<file path="src/rtl/core/cfnm_ram.sv">
// ----------------------------------------------------------------------------
// cfnm_ram
// Generic single write port RAM with one registered read port.
// ----------------------------------------------------------------------------
module cfnm_ram #(
    parameter int WIDTH      = 16,
    parameter int DEPTH      = 256,
    parameter int ADDR_WIDTH = (DEPTH > 1) ? $clog2(DEPTH) : 1
) (
    input  logic                  aclk,
    input  logic                  we,
    input  logic [ADDR_WIDTH-1:0] waddr,
    input  logic [WIDTH-1:0]      wdata,
    input  logic                  re,
    input  logic [ADDR_WIDTH-1:0] raddr,
    output logic [WIDTH-1:0]      rdata
);

    logic [WIDTH-1:0] mem_reg [DEPTH];
    logic [WIDTH-1:0] rdata_reg;

    // Write port and registered read; read data holds while re is low
    always_ff @(posedge aclk) begin
        if (we) begin
            mem_reg[waddr] <= wdata;
        end
        if (re) begin
            rdata_reg <= mem_reg[raddr];
        end
    end

    assign rdata = rdata_reg;

endmodule

</file>
<file path="config.mk">
export PLATFORM = sky130hd
export DESIGN_NAME = cfnm_ram
export DESIGN_NICKNAME = d
export VERILOG_FILES = /design/src/rtl/core/cfnm_ram.sv
export SDC_FILE = /design/constraint.sdc
export NUM_CORES = 2
export LEC_CHECK = 0
export BUFFER_PORTS_ARGS = -buffer_cell sky130_fd_sc_hd__buf_2
export CORE_MARGIN = 5
export CORE_UTILIZATION = 50
export DETAILED_ROUTE_END_ITERATION = 7
export PLACE_DENSITY_LB_ADDON = 0.12
export SYNTH_ARGS = -nofsm -noshare
export SYNTH_HDL_FRONTEND = slang
export SYNTH_SLANG_ARGS = --single-unit
</file>
<file path="constraint.sdc">
create_clock -name aclk -period 9.2 [get_ports aclk]
set_clock_uncertainty 0.1 [all_clocks]
set_input_delay 1.84 -clock aclk [delete_from_list [all_inputs] [get_ports aclk]]
set_output_delay 1.84 -clock aclk [all_outputs]
set_load 0.03 [all_outputs]
</file>
After elaboration in Yosys (flattened, before gate mapping)
Memories as Yosys holds them, arrays and structs flattened. A register that Yosys moved wholly into a read port is not among the register bits.
Index checks and enable logic that the tools add are counted.

storage, ports and cells
  memories = 1
  input port bits = 35
  bits in writable memories = 4096
  register bits = 0

memories
  memory   depth  width  rd ports  clocked after Yosys merged registers in  write ports  line  text
  mem_reg  256    16     1         1                                        1            19    logic [WIDTH-1:0] mem_reg [DEPTH];

operators by class
  muxes and demuxes = 2

operator list
  cell    count
  $mux 1  2

Depth between registers and ports, before layout
  word-level depth = 2
  gate-level depth with buffers = 12

Least setup slack after synthesis
OpenSTA, ideal clock, no wires.

  path kind = input -> register
  from = input raddr[0]
  to = register rdata_reg[4], in the netlist rdata[4], read port of mem_reg (data pin)
  slack = 5011 ps
  arrival time = 3824 ps
  setup time = 265 ps
  cell stages on the path = 8
  data required time = 8835 ps
  cells stage by stage = buf_6 buf_6 buf_2 mux4_2 mux4_2 a22o_1 o32ai_2 nor4_2

RTL lines
  element      line  text
  from (decl)  15    input logic [ADDR_WIDTH-1:0] raddr,
  to (decl)    20    logic [WIDTH-1:0] rdata_reg;

==> results.tsv <==
metric	value	unit
outcome	finished clean	
hold_class	reg2reg	
critPathMaxFanout	70	
grt_pass1_vias	78170	
postRouteAntennaNets	0	
gp_congestion	0.8467	
fin_crit	5.892	ns
synth_edf_count	4112	
slew_headroom	0.07983	
clk_pin_slew	0.06	ns
fin_util	0.5646	
core	0.3173	mm^2
yosys_warnings	0	
ys_ff_latch	4112	
power_frac_comb	0.049	
period_share	0.6405	
num_vias	79230	
drt_wl_total	436.5	mm
drv_cap	0	
r2r_start	mem_reg[135][0]	
p_clk_frac	0.425	
cp.required	9.70	ns
htreeDepth	5	
yosys.cell_types.count	51	
switchingPower	8437	uW
clock_sinks	4112	
die_y	573.7	um
postSynth.asyncResetShare	0	
finalHoldViolCount	0	
port_buffers	50	
io_pins	51	
fin_nets	7802	
drc	0	
post_cts_buffers	0	
fillers	23230	
dp_hpwl	252.3	mm
holdBufCountCts	0	
die_w	573.7	um
firstDrtPassIters	6	
clockRootBuffer	clkbuf_16	
min-delay-start	mem_reg[218][4]	
die_area	0.3291	mm^2
drtIter0Drc	10200	
power.leakage	0.05665	uW
rsz0062_at_grt	no	
switching_share	0.2144	
cp.arrival	6.39	ns
syn_area	0.1589	mm^2
grtUsageTotal	0.2617	
antenna_found_initial	26	
synth_fp_nets	7395	
largest_register_ffs	4096	
final_cell_mix	4112 x edfxtp_1, 797 x mux4_2, 565 x mux2i_1	
worstMarginPinSlew	1.370	ns
cts_made_buffers	419	
vdd_drop_max	191.2	uV
setup_viol_count_final	0	
syn_avg_cell_area	21.59	um^2
gr-total-overflow	0	
syn2layout_area_growth	12.75	%
path_class	in2reg	
p_per_area	219.6	mW/mm^2
crit_start	raddr[0]	
maxSlewViolCount	0	
p_int	30910	uW
startpoint_type	input pin	
setup_tns	0	ns
seq_area	0.1235	mm^2
end_kind	flip-flop	
viasPerCell	6.434	
routedWlPerCell	35.45	um
clock.fmax	0.1697	GHz
grt_first_pass_wirelength	612.6	mm
seq_power_share	0.526	
synth_flop_cell	edfxtp_1	
initial_core_util	0.5008	
totalPowerFinal	39340	uW
syn_inst	7360	
synth_seq_area_share	0.7772	
cts_resized	0	
multi_input_area	0.03313	mm^2
clkLatencyLatePin	0.97	ns
clock_path_buffers	4	
grt_max_degree	173	
layout-drive-gt1-share	0.2521	
final_common_cell	edfxtp_1	
tritoncts	built	
rows	207	
cells in the mapped netlist (2+ instances only):
cell | instances | area (um^2)
o21ai_0 | 37 | 185.2
buf_4 | 26 | 195.2
a31oi_1 | 6 | 37.54
buf_6 | 77 | 867.1
nor4_1 | 17 | 106.4
nand4_1 | 26 | 162.7
o32ai_1 | 20 | 175.2
clkbuf_1 | 230 | 863.3
nand3_1 | 35 | 175.2
nand4b_1 | 3 | 26.28
a22oi_1 | 43 | 322.8
a21o_1 | 2 | 15.01
o31ai_1 | 16 | 120.1
nand2_1 | 38 | 142.6
nor2b_1 | 9 | 56.30
buf_2 | 76 | 380.4
or2_2 | 4 | 25.02
and4_1 | 2 | 17.52
buf_1 | 27 | 101.4
nor2_1 | 304 | 1141
o22ai_1 | 148 | 925.9
buf_12 | 5 | 100.1
nor3_1 | 92 | 460.4
a21oi_1 | 175 | 875.8
or3_1 | 2 | 12.51
a211oi_1 | 18 | 135.1
a221oi_1 | 28 | 245.2
edfxtp_1 | 4112 | 123500
nand2b_1 | 3 | 18.77
inv_1 | 3 | 11.26
nor4bb_1 | 2 | 20.02
a22o_1 | 32 | 280.3
mux2i_1 | 565 | 5655
o221ai_1 | 252 | 2207
buf_8 | 11 | 165.2
mux2_2 | 88 | 991.0
and3_1 | 11 | 68.82
a2111oi_0 | 6 | 52.55
mux4_2 | 797 | 17950
cell type report:
cell class / count / area share
multi-input combinational: 2792 / 0.1850
tap: 4180 / 0.02920
clock buffer: 499 / 0.06092
inverter: 4 / 0.0001537
timing repair buffer: 438 / 0.02081
antenna: 18 / 0.0002515
sequential: 4112 / 0.6893
clock inverter: 271 / 0.01436
per-layer routing:
metal,up-vias,wire length [um],track usage
li1,32170,-,-
met1,42640,178700,0.3826
met2,3704,201200,0.3986
met3,702,41160,0.05822
met4,10,15370,0.08041
met5,-,76,0
logic make-up after synthesis:
kind of cell,count (synthesis),synth area share
compound gates,786,0.03534
simple gates,556,0.01573
mux,1450,0.1548
buf+inv,456,0.01692
flops,4112,0.7772
final timing paths:
check	endpoint	slack, ns	cells past startpoint
max	rdata[2]	3.31	9
max reg2reg	rdata[0]	5.69	6
min reg2reg	rdata[4]	1.05	5
min	rdata[4]	1.05	5
critical path: stages:
cell,delay [ns]
buf_12,0.45
buf_12,0.51
buf_4,0.55
mux4_2,0.57
mux2_2,0.27
a22oi_1,0.32
nand2_1,0.21
o32ai_1,1.00
nor4_1,0.33
power groups by stage:
stage               sequential [uW]  clock [uW]  combinational [uW]
finish                        20700       16700                1920
global route                  20700       17800                2010
CTS                           20700       17000                1920
detailed placement            21100           0                1920
global placement              21100           0                1890
floorplan                     21100           0                1020
metrics by stage:
stage / hold WS (ns) / setup WS [ns] / instances / area (um^2)
5_1_grt: 1.141 / 3.252 / 12300 / 179100
3_5_place_dp: 1.026 / 2.203 / 11530 / 165600
6_report: 1.046 / 3.308 / 12310 / 179100
2_1_floorplan: 0.8732 / 5.011 / 7360 / 158900
3_3_place_gp: 1.017 / 2.068 / 11520 / 165500
4_1_cts: 1.032 / 3.225 / 12300 / 179100
Note: power is estimated with default switching activity, not from simulation.
