--- src/rtl/core/cfnm_pkg.sv ---
// ----------------------------------------------------------------------------
// cfnm_pkg
// Shared types and constants for the codebook fully connected neuron MAC.
// ----------------------------------------------------------------------------
package cfnm_pkg;

    // Fixed-point format: Q8.8 data, Q16.16 products, 48-bit accumulator
    localparam int DATA_WIDTH = 16;
    localparam int FRAC_BITS  = DATA_WIDTH / 2;
    localparam int PROD_WIDTH = 2 * DATA_WIDTH;
    localparam int ACC_WIDTH  = 48;
    localparam int SUM_WIDTH  = ACC_WIDTH + 1;

    // Field widths
    localparam int INDEX_WIDTH = 10;
    localparam int LABEL_WIDTH = 8;
    localparam int LBITS_WIDTH = 4;

    // Input item kinds (carried on s_tuser)
    typedef enum logic [1:0] {
        MODE_CB_WRITE   = 2'd0,
        MODE_BIAS_WRITE = 2'd1,
        MODE_MAC        = 2'd2,
        MODE_UNUSED     = 2'd3
    } mode_t;

    // Configuration register indexes
    localparam logic [1:0] CFG_RELU_ENABLE = 2'd0;
    localparam logic [1:0] CFG_BIAS_ENABLE = 2'd1;
    localparam logic [1:0] CFG_LABEL_BITS  = 2'd2;

    // Term travelling from the input stage to the multiplier
    typedef struct packed {
        logic                          mac;
        logic                          last;
        logic [INDEX_WIDTH-1:0]        nid;
        logic signed [DATA_WIDTH-1:0]  act;
        logic                          bias_ok;
    } term_t;

    // Finished dot product travelling to the output stage
    typedef struct packed {
        logic signed [ACC_WIDTH-1:0]   sum;
        logic [INDEX_WIDTH-1:0]        nid;
        logic signed [DATA_WIDTH-1:0]  bias;
        logic                          bias_ok;
    } dot_t;

endpackage

--- src/rtl/core/cfnm_mac.sv ---
// ----------------------------------------------------------------------------
// cfnm_mac
// Multiply stage and accumulate stage; hands finished dot products onward.
// ----------------------------------------------------------------------------
module cfnm_mac (
    input  logic                                aclk,
    input  logic                                aresetn,
    input  logic                                in_valid,
    output logic                                in_ready,
    input  cfnm_pkg::term_t                     in_term,
    input  logic [cfnm_pkg::DATA_WIDTH-1:0]     cb_data,
    input  logic [cfnm_pkg::DATA_WIDTH-1:0]     bias_rd,
    output logic                                out_valid,
    input  logic                                out_ready,
    output cfnm_pkg::dot_t                      out_dot
);

    // Multiply stage
    logic                                       mul_valid_reg;
    cfnm_pkg::term_t                            mul_term_reg;
    logic signed [cfnm_pkg::PROD_WIDTH-1:0]     mul_prod_reg;
    logic signed [cfnm_pkg::DATA_WIDTH-1:0]     mul_bias_reg;

    // Accumulate stage
    logic                                       acc_valid_reg;
    logic                                       acc_valid_next;
    cfnm_pkg::dot_t                             acc_dot_reg;
    logic signed [cfnm_pkg::ACC_WIDTH-1:0]      acc_reg;
    logic signed [cfnm_pkg::ACC_WIDTH-1:0]      acc_next;
    logic signed [cfnm_pkg::ACC_WIDTH-1:0]      acc_sum;

    logic mul_ready;
    logic acc_ready;
    logic mul_move;

    assign acc_ready = !acc_valid_reg || out_ready;
    assign mul_ready = !mul_valid_reg || acc_ready;
    assign mul_move  = mul_valid_reg && acc_ready;
    assign in_ready  = mul_ready;

    // Q8.8 x Q8.8 product, exact
    always_ff @(posedge aclk) begin
        if (!aresetn) begin
            mul_valid_reg <= 1'b0;
        end else if (mul_ready) begin
            mul_valid_reg <= in_valid;
        end
    end

    always_ff @(posedge aclk) begin
        if (mul_ready && in_valid) begin
            mul_term_reg <= in_term;
            mul_prod_reg <= in_term.act * $signed(cb_data);
            mul_bias_reg <= $signed(bias_rd);
        end
    end

    // Accumulator wraps modulo 2^48; cleared after the last term
    assign acc_sum = acc_reg + {{(cfnm_pkg::ACC_WIDTH - cfnm_pkg::PROD_WIDTH)
                                 {mul_prod_reg[cfnm_pkg::PROD_WIDTH-1]}}, mul_prod_reg};

    always_comb begin
        acc_next       = acc_reg;
        acc_valid_next = acc_valid_reg;
        if (mul_move && mul_term_reg.mac) begin
            acc_next = mul_term_reg.last ? '0 : acc_sum;
        end
        if (acc_ready) begin
            acc_valid_next = mul_valid_reg && mul_term_reg.mac && mul_term_reg.last;
        end
    end

    always_ff @(posedge aclk) begin
        if (!aresetn) begin
            acc_reg       <= '0;
            acc_valid_reg <= 1'b0;
        end else begin
            acc_reg       <= acc_next;
            acc_valid_reg <= acc_valid_next;
        end
    end

    always_ff @(posedge aclk) begin
        if (mul_move && mul_term_reg.mac && mul_term_reg.last) begin
            acc_dot_reg.sum     <= acc_sum;
            acc_dot_reg.nid     <= mul_term_reg.nid;
            acc_dot_reg.bias    <= mul_bias_reg;
            acc_dot_reg.bias_ok <= mul_term_reg.bias_ok;
        end
    end

    assign out_valid = acc_valid_reg;
    assign out_dot   = acc_dot_reg;

endmodule

--- config.mk ---
export PLATFORM = sky130hd
export DESIGN_NAME = cfnm_mac
export DESIGN_NICKNAME = d
export VERILOG_FILES = /design/src/rtl/core/cfnm_pkg.sv /design/src/rtl/core/cfnm_mac.sv
export SDC_FILE = /design/constraint.sdc
export NUM_CORES = 1
export LEC_CHECK = 0
export BUFFER_PORTS_ARGS = -buffer_cell sky130_fd_sc_hd__buf_2
export CORE_ASPECT_RATIO = 0.5
export CORE_MARGIN = 2
export CORE_UTILIZATION = 60
export CTS_CLUSTER_SIZE = 16
export DETAILED_ROUTE_END_ITERATION = 8
export PLACE_DENSITY_LB_ADDON = 0.3
export SLEW_MARGIN = 30
export SYNTH_ARGS = -nofsm -noshare
export SYNTH_HDL_FRONTEND = slang
export SYNTH_SLANG_ARGS = --single-unit
--- constraint.sdc ---
create_clock -name aclk -period 10.8 [get_ports aclk]
set_clock_uncertainty 0.2 [all_clocks]
set_input_delay 0.54 -clock aclk [delete_from_list [all_inputs] [get_ports aclk]]
set_output_delay 0.54 -clock aclk [all_outputs]
set_load 0.01 [all_outputs]
Word-level counts from Yosys, hierarchy flattened
Cells that the tools add are included.
{"block": "classes", "add_sub_neg": 1, "multipliers": 1, "div": 0, "order_cmp": 0, "eq_ne": 0, "shift": 0, "muxes": 1, "bitwise_logic": 0, "n_reduce_logical": 10}
{"cell": "48-bit adder", "n": 1}
{"cell": "48-bit 2-to-1 mux", "n": 1}
{"cell": "16-bit by 16-bit multiplier with 32-bit output", "n": 1}
{"cell": "1-bit logical AND", "n": 6}
{"cell": "1-bit zero test", "n": 2}
{"cell": "1-bit logical OR", "n": 2}
{"block": "word_totals", "regBits": 186, "latchBits": 0, "mem_bits_rw": 0, "romBits": 0, "input_bits": 65, "wordCells": 26, "n_memories": 0}

Logic depth before layout (Yosys ltp)
{"block": "logic_depth", "ltp_word": 5, "mapped_depth": 25, "mapped_depth_nobuf": 24}

Worst setup path before layout
No wires, ideal clock.
{"block": "synth_timing", "path_type": "input to register", "start": "input port in_term[11] (netlist name)", "end": "register mul_prod_reg[30] (netlist name), data pin", "setup_ns": 0.266, "arrival_time_ns": 5.978, "required_time_ns": 10.334, "path_slack_ns": 4.355, "stages": 21, "n_path_buf": 1, "path_cell_list": "clkbuf_1 nand2_1 fa_1 fa_1 fa_1 fa_1 inv_1 fa_1 inv_1 fa_1 inv_1 ha_1 a21o_1 a211oi_1 o22ai_1 a21oi_1 o311a_1 or3b_1 o211ai_2 a2111oi_0 nand4b_1"}
{"block": "synth_between", "elab_chain_len": 1}
{"element": "start, declared", "line": "cfnm_mac.sv:10", "text": "input cfnm_pkg::term_t in_term,"}
{"element": "16-bit by 16-bit multiplier with 32-bit output", "line": "cfnm_mac.sv:53", "text": "mul_prod_reg <= in_term.act * $signed(cb_data);"}
{"element": "end signal, assigned", "line": "cfnm_mac.sv:53"}
{"element": "end, declared", "line": "cfnm_mac.sv:21", "text": "logic signed [cfnm_pkg::PROD_WIDTH-1:0] mul_prod_reg;"}
No other way between the ends.
A chain may end at the register's enable or synchronous reset.

Final worst setup path
{"block": "layout_timing", "start": "input port cb_data[1] (netlist name)", "end": "register mul_prod_reg[31] (netlist name), data pin"}
{"block": "layout_between", "elab_chain_len": 1}
{"element": "start, declared", "line": "cfnm_mac.sv:11", "text": "input logic [cfnm_pkg::DATA_WIDTH-1:0] cb_data,"}
{"element": "16-bit by 16-bit multiplier with 32-bit output", "line": "cfnm_mac.sv:53"}
No other way between the ends.

==> metrics <==
gp weighted congestion=0.909; Antenna Cells=0; Reg area=roughly 5100 µm²; hold_sp=bias_rd[10]; post-CTS setup buffers=0; layout cells sized above 1=between 10% and 20%; Tcrit/Tclk final=approximately three fifths; Startpoint Class=primary input; fin crit period=between 6000 and 7000 ps; vias per cell=about 5.5; IO buf count=141; Hold/Removal Path Class=primary input to flip-flop; CTS resizes=0; vias=13.1k; max FFs per register=75; R2R Path Start=mul_prod_reg[31]$_DFFE_PP_; Post-Syn Area=18800 µm²; most frequent CP cell=fa_1; Post-Syn Area per Cell=a little over 10 µm²; IO Count=between 100 and 150; Net Count, Synth=about 2.3k; EDFF count, synth=approximately 140; Post-DP Area=~20000 µm²; clock latency on the worst-skew pair=440 ps; Hold Path End=mul_bias_reg[10]$_DFFE_PP_; flop2flop setup slack=between 7000 and 8000 ps; Starting Density=around 60%; synthesis-to-layout area growth=8.41%; vias in the first global route=about 13k; required time worst endpoint=about 11000 ps; non-filler instance count after layout=between 2k and 2.5k; slowest CP cell=fa_1; CTS H-tree lvls=4; Final TNS setup=0 ps; Clock Path Buffers=2; fin area=20300 µm²; Max Slew Vio Count=0; post-DP HPWL=32000 µm; final-stage net count=roughly 2.4k; TritonCTS Buffers=17; Rel. slew slack=39.9%; area occupied by multi-input gates=12100 µm²; Root Buffer=clkbuf_16; Die X=~250 µm; Final ANT Viol Nets=0; worst slew pin tran=902 ps; crit end category=flip-flop; max incr delay on CP=roughly 700 ps; Post-synth top flop=edfxtp_1; die height=129 µm; full die area=32800 µm²; Routed WL=40600 µm; RSZ-0062 raised after global routing=false; crit-path cells=buf_2 > nand2_1 > inv_1 > fa_1 > inv_1 > fa_1 > fa_1 > fa_1 > fa_1 > fa_1 > inv_1 > ha_1 > nand4_1 > o31ai_1 > a311oi_2 > o211a_1 > o21bai_1 > a21oi_1 > xnor2_1; Max Clock Freq=~150 MHz; first-pass GRT wire length=between 60000 and 70000 µm; post-DR wirelength/cell=around 17 µm; gr usage total=a little over a quarter; sequential element share of the synthesized area=27.1%; hold buffer count at CTS=0; Gate Count Post-Synth=between 1.5k and 2k; violation count after the first detailed-route iteration=roughly 930; Yosys reg bits=around 190; CTS tree=done; status=finished, final reports clean; row count=between 40 and 50; CP Data Arrival Time=around 6500 ps; Crit. Startpoint=cb_data[1]; CP Class=primary input to flip-flop; largest net degree at the start of global routing=72; FFs w/ async S/R, synth=0%; synth unique cells=66; fill cell count=about 2.3k; Initial DRT Pass Iterations=7; gr ovfl total=0; YS warnings=0; antenna violations before repair=0; max-cap check violation count=0; worst reg2reg path endpoint=out_dot[67]$_DFFE_PP_; Hold Fails Final Rpt=0; core area=roughly 30000 µm²; Final setup viols=0; Clock Pin Slew Worst Setup and Hold Paths=roughly 70 ps; worst-case reg-to-reg path depth=8; Hold Path Stages=1; CTS sink cnt=186; critical path peak fanout=16; # DRC=0; Placed Cells=2342
[cells by family (layout without fill, tap and decap cells)]
logic type               count (synthesis)  after routing  share of synthesized area, %
AND/OR/NAND/NOR                        498            498                          13.5
buffers and inverters                  412            513                          8.28
XOR/XNOR                                75             75                          3.50
flip-flops                             186            186                          27.1
multiplexers                             1              1                        0.0534
AO/OA/AOI/OAI                          286            286                          10.9
adder cells (fa/ha/maj)                392            392                          36.7
[worst max path at each step]
stage / end / slack [ps] / cells after the start
2_1_floorplan: mul_prod_reg[30]$_DFFE_PP_ / 4360 / 21
3_3_place_gp: mul_prod_reg[31]$_DFFE_PP_ / 4010 / 19
3_5_place_dp: mul_prod_reg[31]$_DFFE_PP_ / 3880 / 19
4_1_cts: mul_prod_reg[31]$_DFFE_PP_ / 4340 / 19
5_1_grt: mul_prod_reg[31]$_DFFE_PP_ / 3960 / 19
6_report: mul_prod_reg[31]$_DFFE_PP_ / 4340 / 19
[per-stage QoR]
step                setup WS (ps)  utilization [%]  hold slack (ps)
floorplan                    4360                -              200
global route                 3960             66.5             63.8
global placement             4010             64.6              200
detailed placement           3880             64.6              205
finish                       4340             66.5             70.6
CTS                          4340             66.5             63.2
[synthesized netlist by cell type, drive strengths merged (40+ instances only)]
| library cell | n | area [µm²] |
|---|---|---|
| nor2b | 40 | 250 |
| dfxtp | 50 | 1000 |
| inv | 335 | 1260 |
| xnor2 | 53 | 464 |
| ha | 129 | 1610 |
| and2 | 128 | 801 |
| clkbuf | 72 | 272 |
| nor2 | 67 | 251 |
| edfxtp | 136 | 4080 |
| fa | 263 | 5270 |
| nand2 | 154 | 578 |
| o21ai | 40 | 208 |
| a21oi | 73 | 377 |
[cells in the final DEF, fill, tap and decap left out, types with 4 or more instances in the layout]
master / instances
o211ai_1: 16
buf_4: 5
o21ai_1: 6
a21oi_1: 70
a21boi_0: 5
a21boi_1: 4
inv_1: 334
xor2_1: 22
a211oi_1: 10
nand4_1: 29
nand2b_1: 9
nand2_1: 154
a22oi_1: 28
and3_1: 5
nand4b_1: 7
clkbuf_16: 17
nand3_1: 38
nor2_1: 66
fa_1: 263
a21o_1: 34
xnor2_1: 53
a32o_1: 7
o21bai_1: 16
nor2b_1: 40
edfxtp_1: 136
buf_2: 141
dfxtp_1: 50
ha_1: 129
inv_8: 5
a211o_1: 8
and2_1: 127
nor3_1: 4
o21ai_0: 32
o21a_1: 11
[worst max-delay path: cells and delay by family]
family          cells  cell delay (ps)
xor+xnor            1              120
fa+ha+maj           7             3590
buf+inv             4              450
simple gates        2              350
compound gates      5             1390
[layout make-up]
type	count	share of cell area [%]
clock buffer	18	2.16
timing repair buffer	146	3.65
multi-input combinational	1252	59.7
sequential	186	25.0
clock inverter	14	0.744
tap	423	2.60
inverter	335	6.18
[per-layer routing]
metal	GRT usage [%]	part of all wire (%)
met5	0	0
met4	5.81	1.3
met3	3.60	7.1
met2	42.1	46
met1	38.2	46
Power is not shown: default switching activity piles up to over one toggle a cycle in this logic, so the estimate is an artifact.
