File: config.mk
export PLATFORM = sky130hd
export DESIGN_NAME = cfnm_post
export DESIGN_NICKNAME = d
export VERILOG_FILES = /design/src/rtl/core/cfnm_pkg.sv /design/src/rtl/core/cfnm_post.sv
export SDC_FILE = /design/constraint.sdc
export NUM_CORES = 1
export LEC_CHECK = 0
export BUFFER_PORTS_ARGS = -buffer_cell sky130_fd_sc_hd__buf_4
export CORE_ASPECT_RATIO = 0.8
export CORE_UTILIZATION = 40
export CTS_CLUSTER_DIAMETER = 30
export DETAILED_ROUTE_END_ITERATION = 7
export PLACE_DENSITY = 0.7
export SYNTH_ARGS = -nofsm -noshare
export SYNTH_HDL_FRONTEND = slang
export SYNTH_SLANG_ARGS = --single-unit
File: constraint.sdc
create_clock -name aclk -period 9.1 [get_ports aclk]
set_input_delay 1.365 -clock aclk [delete_from_list [all_inputs] [get_ports aclk]]
set_output_delay 1.365 -clock aclk [all_outputs]
set_load 0.02 [all_outputs]
File: src/rtl/core/cfnm_pkg.sv
// ----------------------------------------------------------------------------
// cfnm_pkg
// Shared types and constants for the codebook fully connected neuron MAC.
// ----------------------------------------------------------------------------
package cfnm_pkg;

    // Fixed-point format: Q8.8 data, Q16.16 products, 48-bit accumulator
    localparam int DATA_WIDTH = 16;
    localparam int FRAC_BITS  = DATA_WIDTH / 2;
    localparam int PROD_WIDTH = 2 * DATA_WIDTH;
    localparam int ACC_WIDTH  = 48;
    localparam int SUM_WIDTH  = ACC_WIDTH + 1;

    // Field widths
    localparam int INDEX_WIDTH = 10;
    localparam int LABEL_WIDTH = 8;
    localparam int LBITS_WIDTH = 4;

    // Input item kinds (carried on s_tuser)
    typedef enum logic [1:0] {
        MODE_CB_WRITE   = 2'd0,
        MODE_BIAS_WRITE = 2'd1,
        MODE_MAC        = 2'd2,
        MODE_UNUSED     = 2'd3
    } mode_t;

    // Configuration register indexes
    localparam logic [1:0] CFG_RELU_ENABLE = 2'd0;
    localparam logic [1:0] CFG_BIAS_ENABLE = 2'd1;
    localparam logic [1:0] CFG_LABEL_BITS  = 2'd2;

    // Term travelling from the input stage to the multiplier
    typedef struct packed {
        logic                          mac;
        logic                          last;
        logic [INDEX_WIDTH-1:0]        nid;
        logic signed [DATA_WIDTH-1:0]  act;
        logic                          bias_ok;
    } term_t;

    // Finished dot product travelling to the output stage
    typedef struct packed {
        logic signed [ACC_WIDTH-1:0]   sum;
        logic [INDEX_WIDTH-1:0]        nid;
        logic signed [DATA_WIDTH-1:0]  bias;
        logic                          bias_ok;
    } dot_t;

endpackage

File: src/rtl/core/cfnm_post.sv
// ----------------------------------------------------------------------------
// cfnm_post
// Bias add and ReLU stage, then rescale and saturate into the result register.
// ----------------------------------------------------------------------------
module cfnm_post (
    input  logic                                aclk,
    input  logic                                aresetn,
    input  logic                                relu_enable,
    input  logic                                bias_enable,
    input  logic                                in_valid,
    output logic                                in_ready,
    input  cfnm_pkg::dot_t                      in_dot,
    output logic                                m_valid,
    input  logic                                m_ready,
    output logic [cfnm_pkg::DATA_WIDTH-1:0]     m_value,
    output logic [cfnm_pkg::INDEX_WIDTH-1:0]    m_id,
    output logic                                m_sat
);

    localparam int QW = cfnm_pkg::SUM_WIDTH - cfnm_pkg::FRAC_BITS;
    localparam int DW = cfnm_pkg::DATA_WIDTH;

    logic                                       bias_valid_reg;
    logic signed [cfnm_pkg::SUM_WIDTH-1:0]      bias_sum_reg;
    logic [cfnm_pkg::INDEX_WIDTH-1:0]           bias_nid_reg;

    logic                                       out_valid_reg;
    logic [DW-1:0]                              out_value_reg;
    logic [cfnm_pkg::INDEX_WIDTH-1:0]           out_id_reg;
    logic                                       out_sat_reg;

    logic                                       out_ready;
    logic                                       bias_ready;
    logic signed [cfnm_pkg::SUM_WIDTH-1:0]      bias_term;
    logic signed [cfnm_pkg::SUM_WIDTH-1:0]      biased;
    logic signed [cfnm_pkg::SUM_WIDTH-1:0]      rectified;
    logic [QW-1:0]                              q;
    logic                                       sat_hi;
    logic                                       sat_lo;

    assign out_ready  = !out_valid_reg || m_ready;
    assign bias_ready = !bias_valid_reg || out_ready;
    assign in_ready   = bias_ready;

    // Bias scaled by 2^F, added exactly; ReLU clamps negatives
    always_comb begin
        bias_term = '0;
        if (bias_enable && in_dot.bias_ok) begin
            bias_term = {{(cfnm_pkg::SUM_WIDTH - DW - cfnm_pkg::FRAC_BITS){in_dot.bias[DW-1]}},
                         in_dot.bias, {cfnm_pkg::FRAC_BITS{1'b0}}};
        end
        biased    = {in_dot.sum[cfnm_pkg::ACC_WIDTH-1], in_dot.sum} + bias_term;
        rectified = (relu_enable && biased[cfnm_pkg::SUM_WIDTH-1]) ? '0 : biased;
    end

    always_ff @(posedge aclk) begin
        if (!aresetn) begin
            bias_valid_reg <= 1'b0;
        end else if (bias_ready) begin
            bias_valid_reg <= in_valid;
        end
    end

    always_ff @(posedge aclk) begin
        if (bias_ready && in_valid) begin
            bias_sum_reg <= rectified;
            bias_nid_reg <= in_dot.nid;
        end
    end

    // Floor shift by F is the upper bits; clip to the Q8.8 range
    assign q      = bias_sum_reg[cfnm_pkg::SUM_WIDTH-1:cfnm_pkg::FRAC_BITS];
    assign sat_hi = !q[QW-1] && (|q[QW-2:DW-1]);
    assign sat_lo = q[QW-1] && !(&q[QW-2:DW-1]);

    always_ff @(posedge aclk) begin
        if (!aresetn) begin
            out_valid_reg <= 1'b0;
        end else if (out_ready) begin
            out_valid_reg <= bias_valid_reg;
        end
    end

    always_ff @(posedge aclk) begin
        if (out_ready && bias_valid_reg) begin
            if (sat_hi) begin
                out_value_reg <= {1'b0, {(DW-1){1'b1}}};
            end else if (sat_lo) begin
                out_value_reg <= {1'b1, {(DW-1){1'b0}}};
            end else begin
                out_value_reg <= q[DW-1:0];
            end
            out_sat_reg <= sat_hi || sat_lo;
            out_id_reg  <= bias_nid_reg;
        end
    end

    assign m_valid = out_valid_reg;
    assign m_value = out_value_reg;
    assign m_id    = out_id_reg;
    assign m_sat   = out_sat_reg;

endmodule

# Word-level counts from Yosys, hierarchy flattened
# Index checks and enable logic that the tools add are counted.
# word_totals
word_cells,25
latch_bits,0
ramBits,0
mem_bits_ro,0
mem_count,0
ff_bits,88
# classes
n_eq_ne,0
n_bitwise,0
magnitude_cmp,0
shift,0
multipliers,0
add_sub_neg,1
muxes,2
reduce_logical,15
div,0
# op_table
op,n
49-bit adder,1
49-bit 2-to-1 mux,1
25-bit AND reduction,1
25-bit OR reduction,1
16-bit 2-to-1 mux,1
1-bit logical AND,6
1-bit logical NOT,4
1-bit logical OR,3

# Logic depth before layout (Yosys ltp)
# Gate-level depths: netlist of the first run.
# depth
ltp_word,4
depth_mapped,12
depth_no_buf,11

# Worst setup path after synthesis of the first run
# OpenSTA, ideal clock, no wires.
# synth_path
path_kind,input port to flip-flop
start,input port bias_enable
end,register bias_sum_reg[42] (netlist bit) (data pin)
arrival_ns,3.919
path_slack_ns,4.908
required_ns,8.827
stages,12
cell_sequence,clkbuf_1 > and3_1 > ha_1 > fa_1 > a21o_1 > a21oi_1 > o21ai_0 > a211oi_1 > o31ai_2 > a2111oi_2 > o21a_1 > nor3_1
# synth_between
elab_chain_cells,4
# synth_rtl
element,line,rtl
"start, declared",cfnm_post.sv:9,"input logic bias_enable,"
1-bit logical AND (*),cfnm_post.sv:48,if (bias_enable && in_dot.bias_ok) begin
49-bit 2-to-1 mux (*),cfnm_post.sv:48,
49-bit adder (*),cfnm_post.sv:52,"biased = {in_dot.sum[cfnm_pkg::ACC_WIDTH-1], in_dot.sum} + bias_term;"
1-bit logical AND,cfnm_post.sv:53,rectified = (relu_enable && biased[cfnm_pkg::SUM_WIDTH-1]) ? '0 : biased;
"end signal, assigned",cfnm_post.sv:66,bias_sum_reg <= rectified;
"end, declared",cfnm_post.sv:24,logic signed [cfnm_pkg::SUM_WIDTH-1:0] bias_sum_reg;
# Every way passes the cells marked *; elsewhere a longest branch is shown, timed or not.
# A chain may end at the register's enable or synchronous reset.

# Worst setup path after layout of the first run
# layout_path
start,input port bias_enable
end,register bias_sum_reg[36] (netlist bit) (data pin)
# Same word-level chain as after synthesis.

==> results.md, run 1 <==
* WL/cell at around 16 µm
* Slack of the critical path at approximately 4700 ps
* Largest net degree at the start of global routing at 52
* Layout cells sized above 1 at roughly a fifth
* Net Sw Frac at roughly a quarter
* Max Fclk at 226 MHz
* Clk pwr share at between 30% and 40%
* Final min period at 4420 ps
* # resized after CTS at 0
* Most frequent cells in the layout: buf_4 (105), edfxtp_1 (78), nand2_1 (75)
* Clock latency at the later pin of the worst-skew pair at approximately 330 ps
* DRC Markers at 0
* Critical Path RT at 9190 ps
* Cell chain of the critical path: buf_4, and3_1, ha_1, inv_1, o21bai_1, nor2_1, o21ai_0, a31oi_1, o21ai_2, a41oi_2, buf_4, nor3_1
* Slew margin rel. at 24.6%
* Sequential power share at 47.6%
* DP HPWL at between 10,000 and 15,000 µm
* Global-route wire length before repair at approximately 22,000 µm
* Gp weighted congestion at approximately 0.92
* Netlist cell types at about 70
* Register Area at 0.00238 mm²
* Final Instance Count excl. Fillers at 833
* FF+latch count, synth at 80
* Max-cap viol count at 0
* Count of antenna diodes in the layout at 0
* Total Wirelength at 13,600 µm
* RSZ-0062 raised after global routing: no
* Post-synthesis sequential area ratio at between 40% and 50%
* Critical path's most frequent cell: buf_4
* CP max stage delay at 430 ps
* Vias at approximately 4,700
* DRT Pass-1 Iters at 5
* Worst path depth at 12
* Gr ovfl total at 0
* Crit share post-route at 48.6%
* Hold_ws at 421 ps
* CP top delay family: compound AO/OA/AOI/OAI gates
* Final Power at about 0.94 mW
* Synth Area per Inst at ~9.4 µm²
* Cells after synthesis at about 570
* Num Clock Sinks at 80
* Clock root cell: clkbuf_16
* Initial antenna violation count at 0
* CTS Buf Count at 9
* Post-Place Setup Slack at around 4400 ps
* DP Cell Count at between 800 and 900
* VDD IR-drop max at 0.113 mV
* Hold buffer count at cts at 0
* Max clock buf depth at 2
* Int Power at 0.694 mW
* HP Class: reg2reg
* Top FF cell, synth: edfxtp_1
* Port Buf Inserts at between 100 and 150
* Clock Skew at a little under 4 ps
* Final Setup Violations at 0
* Final hold violation count at 0
* Crit path arrival time at 4510 ps
* Nets at ~750
* CTS tree: yes
* # IOs at between 100 and 150
* Largest register FFs at roughly 40
* Crit end category: register
* Critical path peak fanout at 36
* Slew @ Worst Pin at about 1100 ps
* Slowest cell on crit path: nor3_1
* Total Neg Setup Slack at 0 ps
* Cell area power density at about 150 mW/mm²
* DRT iter0 DRCs at ~320
* Syn nets at between 600 and 700
* Slew Limit Fails at 0
* CP bufs+invs at 3
* Post-CTS setup buffers at 0
* WS Path Type: in2reg
* Antenna viol nets, final at 0
* Die area at around 0.014 mm²
* Clock transition at path regs at around 60 ps
* Commonest non-fill, non-tap cell in the layout: buf_4
* Mapped cell area at ~0.0054 mm²
* Hold depth at 0
* Vias in the first global route at ~4,400
* Status: finished clean
* Row count at 37
* Starting Density at 41.4%
* Die height at approximately 110 µm
* Net load switching power at 0.249 mW
* Reg2reg path depth at 4
* Vias per std cell at 5.70
* Combinational share of power at 18.4%
* Area occupied by multi-input gates at between 0.002 and 0.003 mm²
* YS warnings at 0
* Htree depth at 3
* Ys async rst share at 0%
* P&R area growth vs syn at 21.0%
* Gr usage total at 19.8%
* Die Span X at about 130 µm
* Startpoint types: input pin
* Post-synth EDFFs at roughly 80
* Fillers at 1,206
* Pleak at 2.54 nW
* Core box area at between 0.01 and 0.015 mm²
==> synthesized netlist by cell type (2+ instances only) <==
cell type  count  share of area (%)
clkbuf_1      23                1.6
ha_1          16                3.7
buf_1          2               0.14
nand2b_1       4               0.47
or2_2          3               0.35
o21bai_1       2               0.28
inv_1         10               0.70
o21ai_1        2               0.19
a31oi_1        6               0.70
o211ai_1       4               0.56
nor4_1        14                1.6
a22oi_1        3               0.42
mux2i_1        6                1.1
buf_2          5               0.47
xnor2_1       26                4.2
o22ai_1        3               0.35
edfxtp_1      78                 44
nor2_1        51                3.6
xor2_1         8                1.3
and2_1        10                1.2
nand2_1       75                5.2
a211oi_1       6               0.84
and3_1        26                3.0
a41o_1         4               0.75
nand3b_1       2               0.28
a211oi_2       2               0.47
o31ai_1        3               0.42
o21a_1         8                1.1
a21oi_1       24                2.2
or4_1          7               0.98
nor3_1        24                2.2
nand4_1       19                2.2
o21ai_0       20                1.9
a21boi_0       2               0.28
nand3_1       21                2.0
or3_1          6               0.70
o41ai_2        2               0.61
dfxtp_1        2               0.75
buf_4          3               0.42
nor2b_1        4               0.47
nand4b_1       2               0.33
a21o_1         5               0.70
nor3b_1        2               0.28
==> metal layers <==
layer	up-vias	share of wire [%]	track usage, %	routed length, µm
li1	2311	-	-	-
met1	2231	49	28.2	6600
met4	0	2.0	7.72	273
met3	19	6.0	2.74	814
met5	-	0	0	0
met2	183	43	30.6	5880
==> through the flow <==
step	util (%)	cell area [µm²]
after floorplan	-	5370
after detailed placement	48.1	6230
final	50.1	6500
after global placement	48.1	6230
after CTS	50.1	6500
after global routing	50.1	6500
==> worst register-to-register path, cell delays in order (launching register included) <==
cell	delay, ps
edfxtp_1	380
or4_1	560
nor4_1	300
a41o_1	540
nand2_1	120
==> logic make-up (layout without fill, tap and decap cells) <==
group	after synthesis	count (layout)	share of synthesized area [%]
adders and majority gates	17	17	4.10
buffers and inverters	45	132	3.61
xor gates and xnor gates	34	34	5.55
and+or+nand+nor	276	276	26.2
DFF	80	80	44.4
muxes	6	6	1.12
AOI/OAI and AO/OA	113	113	15.0
==> power by group through the flow <==
stage / clock, mW / sequential, mW / combinational [mW]
2_1_floorplan: 0 / 0.462 / 0.100
3_3_place_gp: 0 / 0.456 / 0.169
3_5_place_dp: 0 / 0.457 / 0.173
4_1_cts: 0.329 / 0.449 / 0.173
5_1_grt: 0.345 / 0.452 / 0.190
6_report: 0.320 / 0.449 / 0.174
==> path summary, 6_finish.rpt <==
check                           slack, ps                      startpoint                        endpoint
worst min-delay path                  420       bias_nid_reg[6]$_DFFE_PP_               m_id[6]$_DFFE_PP_
worst max register to register       6930  bias_sum_reg[27]$_SDFFCE_PP0P_       m_value[10]$_SDFFCE_PP1P_
worst max-delay path                 4680                     bias_enable  bias_sum_reg[36]$_SDFFCE_PP0P_
worst min register to register        420       bias_nid_reg[6]$_DFFE_PP_               m_id[6]$_DFFE_PP_
==> area by class of cell <==
class	instances	area share, %
Tap cell	175	3.37
Clock inverter	7	0.712
Clock buffer	9	3.46
Timing Repair Buffer	105	12.1
Multi-Input combinational cell	446	43.0
Sequential cell	80	36.7
Inverter	11	0.635
(Power assumes the default switching activity.)
==> inputs of run 2 (changes only) <==
==> constraint.sdc (replaced) <==
create_clock -name aclk -period 4.2 [get_ports aclk]
set_input_delay 0.63 -clock aclk [delete_from_list [all_inputs] [get_ports aclk]]
set_output_delay 0.63 -clock aclk [all_outputs]
set_load 0.02 [all_outputs]
==> run 2 against run 1 <==
Critical path depth stayed put; via count is 0.95% lower; clock skew is 1.2 ps higher; register-to-register slack worse by 4800 ps; first-iteration DRC count is 9.4% higher; non-clock buffer count is 4 higher; sequential share of layout area is 0.49 points lower; global-route usage is 0.32 points higher; clock power is 140% higher; sequential power is 120% higher; final cell count is 0.48% higher; core utilization is 0.68 points higher.
==> results.md, run 2 (synthesis gave the netlist of run 1 again) <==
* Hold buffer count at cts at 0 (unchanged)
* Global-route wire length before repair at 22,200 µm (+1.6%)
* DRT Pass-1 Iters at 5 (unchanged)
* Net Sw Frac at 24.1% (-2.3 points)
* Vias per std cell at 5.61 (-1.4%)
* Largest net degree at the start of global routing at 52 (unchanged)
* # IOs at 110 (unchanged)
* Nets at 755 (+0.53%)
* Final instance area at 0.00659 mm² (+1.3%)
* VDD IR-drop max at 0.264 mV (+130%)
* Slew margin rel. at 25.9% (+1.3 points)
* Sequential power share at 45.5% (-2.1 points)
* Gr usage total at 20.2% (+0.32 points)
* # resized after CTS at 0 (unchanged)
* Critical path peak fanout at 18 (-50%)
* Core box area at 0.0130 mm² (unchanged)
* Largest register FFs at 41 (unchanged)
* Slew @ Worst Pin at 1110 ps (-20.2 ps)
* Int Power at 1.62 mW (+130%)
* DRC Markers at 0 (unchanged)
* Cell chain of the critical path: buf_4, and3_1, ha_1, fa_1, a21o_1, a21oi_1, o21ai_0, a211oi_1, o31ai_2, a2111oi_2, o21a_1, nor3_1
* Critical Path RT at 4280 ps (-4910 ps)
* Slowest cell on crit path: a2111oi_2
* Die Span X at 132 µm (unchanged)
* Combinational share of power at 17.9% (-0.5 points)
* Crit end category: register
* CP top delay family: compound AO/OA/AOI/OAI gates
* Pleak at 2.58 nW (+1.7%)
* DP HPWL at 10,700 µm (+2.4%)
* Clock Skew at 5.05 ps (+1.16 ps)
* Final Setup Violations at 0 (unchanged)
* Clock transition at path regs at 60 ps (about the same)
* Net load switching power at 0.516 mW (+110%)
* Area occupied by multi-input gates at 0.00280 mm² (unchanged)
* Initial antenna violation count at 0 (unchanged)
* Crit share post-route at roughly 85%
* Die height at 106 µm (unchanged)
* Register Area at 0.00238 mm² (unchanged)
* Max Fclk at between 200 and 300 MHz
* Count of antenna diodes in the layout at 0 (unchanged)
* Crit path arrival time at 3650 ps (-860 ps)
* Clock root cell: clkbuf_16
* Num Clock Sinks at 80 (unchanged)
* Most frequent cells in the layout: buf_4 (107), edfxtp_1 (78), nand2_1 (75)
* Starting Density at 41.4% (unchanged)
* CP bufs+invs at 1 (-2)
* Max-cap viol count at 0 (unchanged)
* Placement Cell Area at 0.00628 mm² (+0.88%)
* Clk pwr share at 36.6% (+2.7 points)
* Startpoint types: input pin
* Port Buf Inserts at 101 (unchanged)
* Gp weighted congestion at 0.941 (+1.8%)
* P&R area growth vs syn at 22.7%
* CP max stage delay at 490 ps (+60 ps)
* Clock latency at the later pin of the worst-skew pair at 330 ps (about the same)
* RSZ-0062 raised after global routing: no
* Row count at 37 (unchanged)
* Gr ovfl total at 0 (unchanged)
* Fillers at 1,229 (+1.9%)
* WS Path Type: in2reg
* Htree depth at 3 (unchanged)
* Max clock buf depth at 2 (unchanged)
* WL/cell at 16.4 µm (+0.98%)
* DRT iter0 DRCs at 349 (+9.4%)
* Die area at 0.0139 mm² (unchanged)
* Slew Limit Fails at 0 (unchanged)
* Total Neg Setup Slack at 0 ps (unchanged)
* Antenna viol nets, final at 0 (unchanged)
* Vias at 4,699 (-0.95%)
* Cell area power density at 325 mW/mm² (+120%)
* Layout cells sized above 1 at 20.8% (+0.025 points)
* CTS tree: yes
* Total Wirelength at 13,800 µm (+1.5%)
* Vias in the first global route at 4,449 (+0.045%)
* Final hold violation count at 0 (unchanged)
* Status: finished clean
* HP Class: reg2reg
* Commonest non-fill, non-tap cell in the layout: buf_4
* Post-CTS setup buffers at 0 (unchanged)
* CTS Buf Count at 9 (unchanged)
* Final min period at 3570 ps
-- run 2: changes by cell type in the layout (fill, tap and decap cells not counted) --
cell,delta
clkinv_1,+1
buf_4,+2
buf_12,+2
clkinv_2,-1
clkinvlp_4,-1
clkinv_4,-1
bufinv_16,+2
inv_6,-2
clkbuf_1,+2
-- run 2: worst register-to-register path, delay by kind of cell (launching register included) --
kind	cells	cell delay, ps
simple gates	3	920
flops	1	390
compound gates	1	520
-- run 2: per-stage QoR --
stage | power (mW) | utilization, % | hold WS [ps] | setup slack, ps | std cells
2_1_floorplan | 1.22 | - | 400 | 743 | 571
3_3_place_gp | 1.36 | 48.5 | 403 | 380 | 821
3_5_place_dp | 1.37 | 48.5 | 405 | 326 | 821
4_1_cts | 2.15 | 50.8 | 417 | 669 | 837
5_1_grt | 2.23 | 50.8 | 424 | 395 | 837
6_report | 2.14 | 50.8 | 417 | 630 | 837
-- run 2: routing by layer --
layer / track usage (%) / share of wire [%] / wire length [µm] / vias up
met5: 0 / 0 / 0 / -
met4: 8.31 / 2.4 / 326 / 0
met3: 3.61 / 6.1 / 840 / 25
met2: 30.4 / 42 / 5840 / 165
met1: 28.5 / 49 / 6760 / 2188
li1: - / - / - / 2321
-- run 2: path summary, 6_finish.rpt --
| check | startpoint | to | cells past startpoint | slack [ps] |
|---|---|---|---|---|
| setup reg to reg | bias_sum_reg[27]$_SDFFCE_PP0P_ | m_value[5]$_SDFFCE_PP1P_ | 4 | 2090 |
| hold / removal | bias_nid_reg[2]$_DFFE_PP_ | m_id[2]$_DFFE_PP_ | 0 | 420 |
| setup / recovery | bias_enable | bias_sum_reg[42]$_SDFFCE_PP0P_ | 12 | 630 |
| hold reg to reg | bias_nid_reg[2]$_DFFE_PP_ | m_id[2]$_DFFE_PP_ | 0 | 420 |
-- run 2: power by group through the flow --
stage,combinational [mW],sequential [mW],clock (mW)
after floorplan,0.218,1.00,0
after global placement,0.375,0.987,0
after detailed placement,0.381,0.990,0
after CTS,0.382,0.974,0.797
after global routing,0.421,0.980,0.830
final,0.384,0.973,0.783
-- run 2: layout make-up --
type	count	share of cell area, %
flip-flops and latches	80	36.2
clock buffers	11	3.53
clock inverters	5	1.08
inverters	11	0.627
multi-input cells	446	42.5
well taps	175	3.32
repair buffers	109	12.8
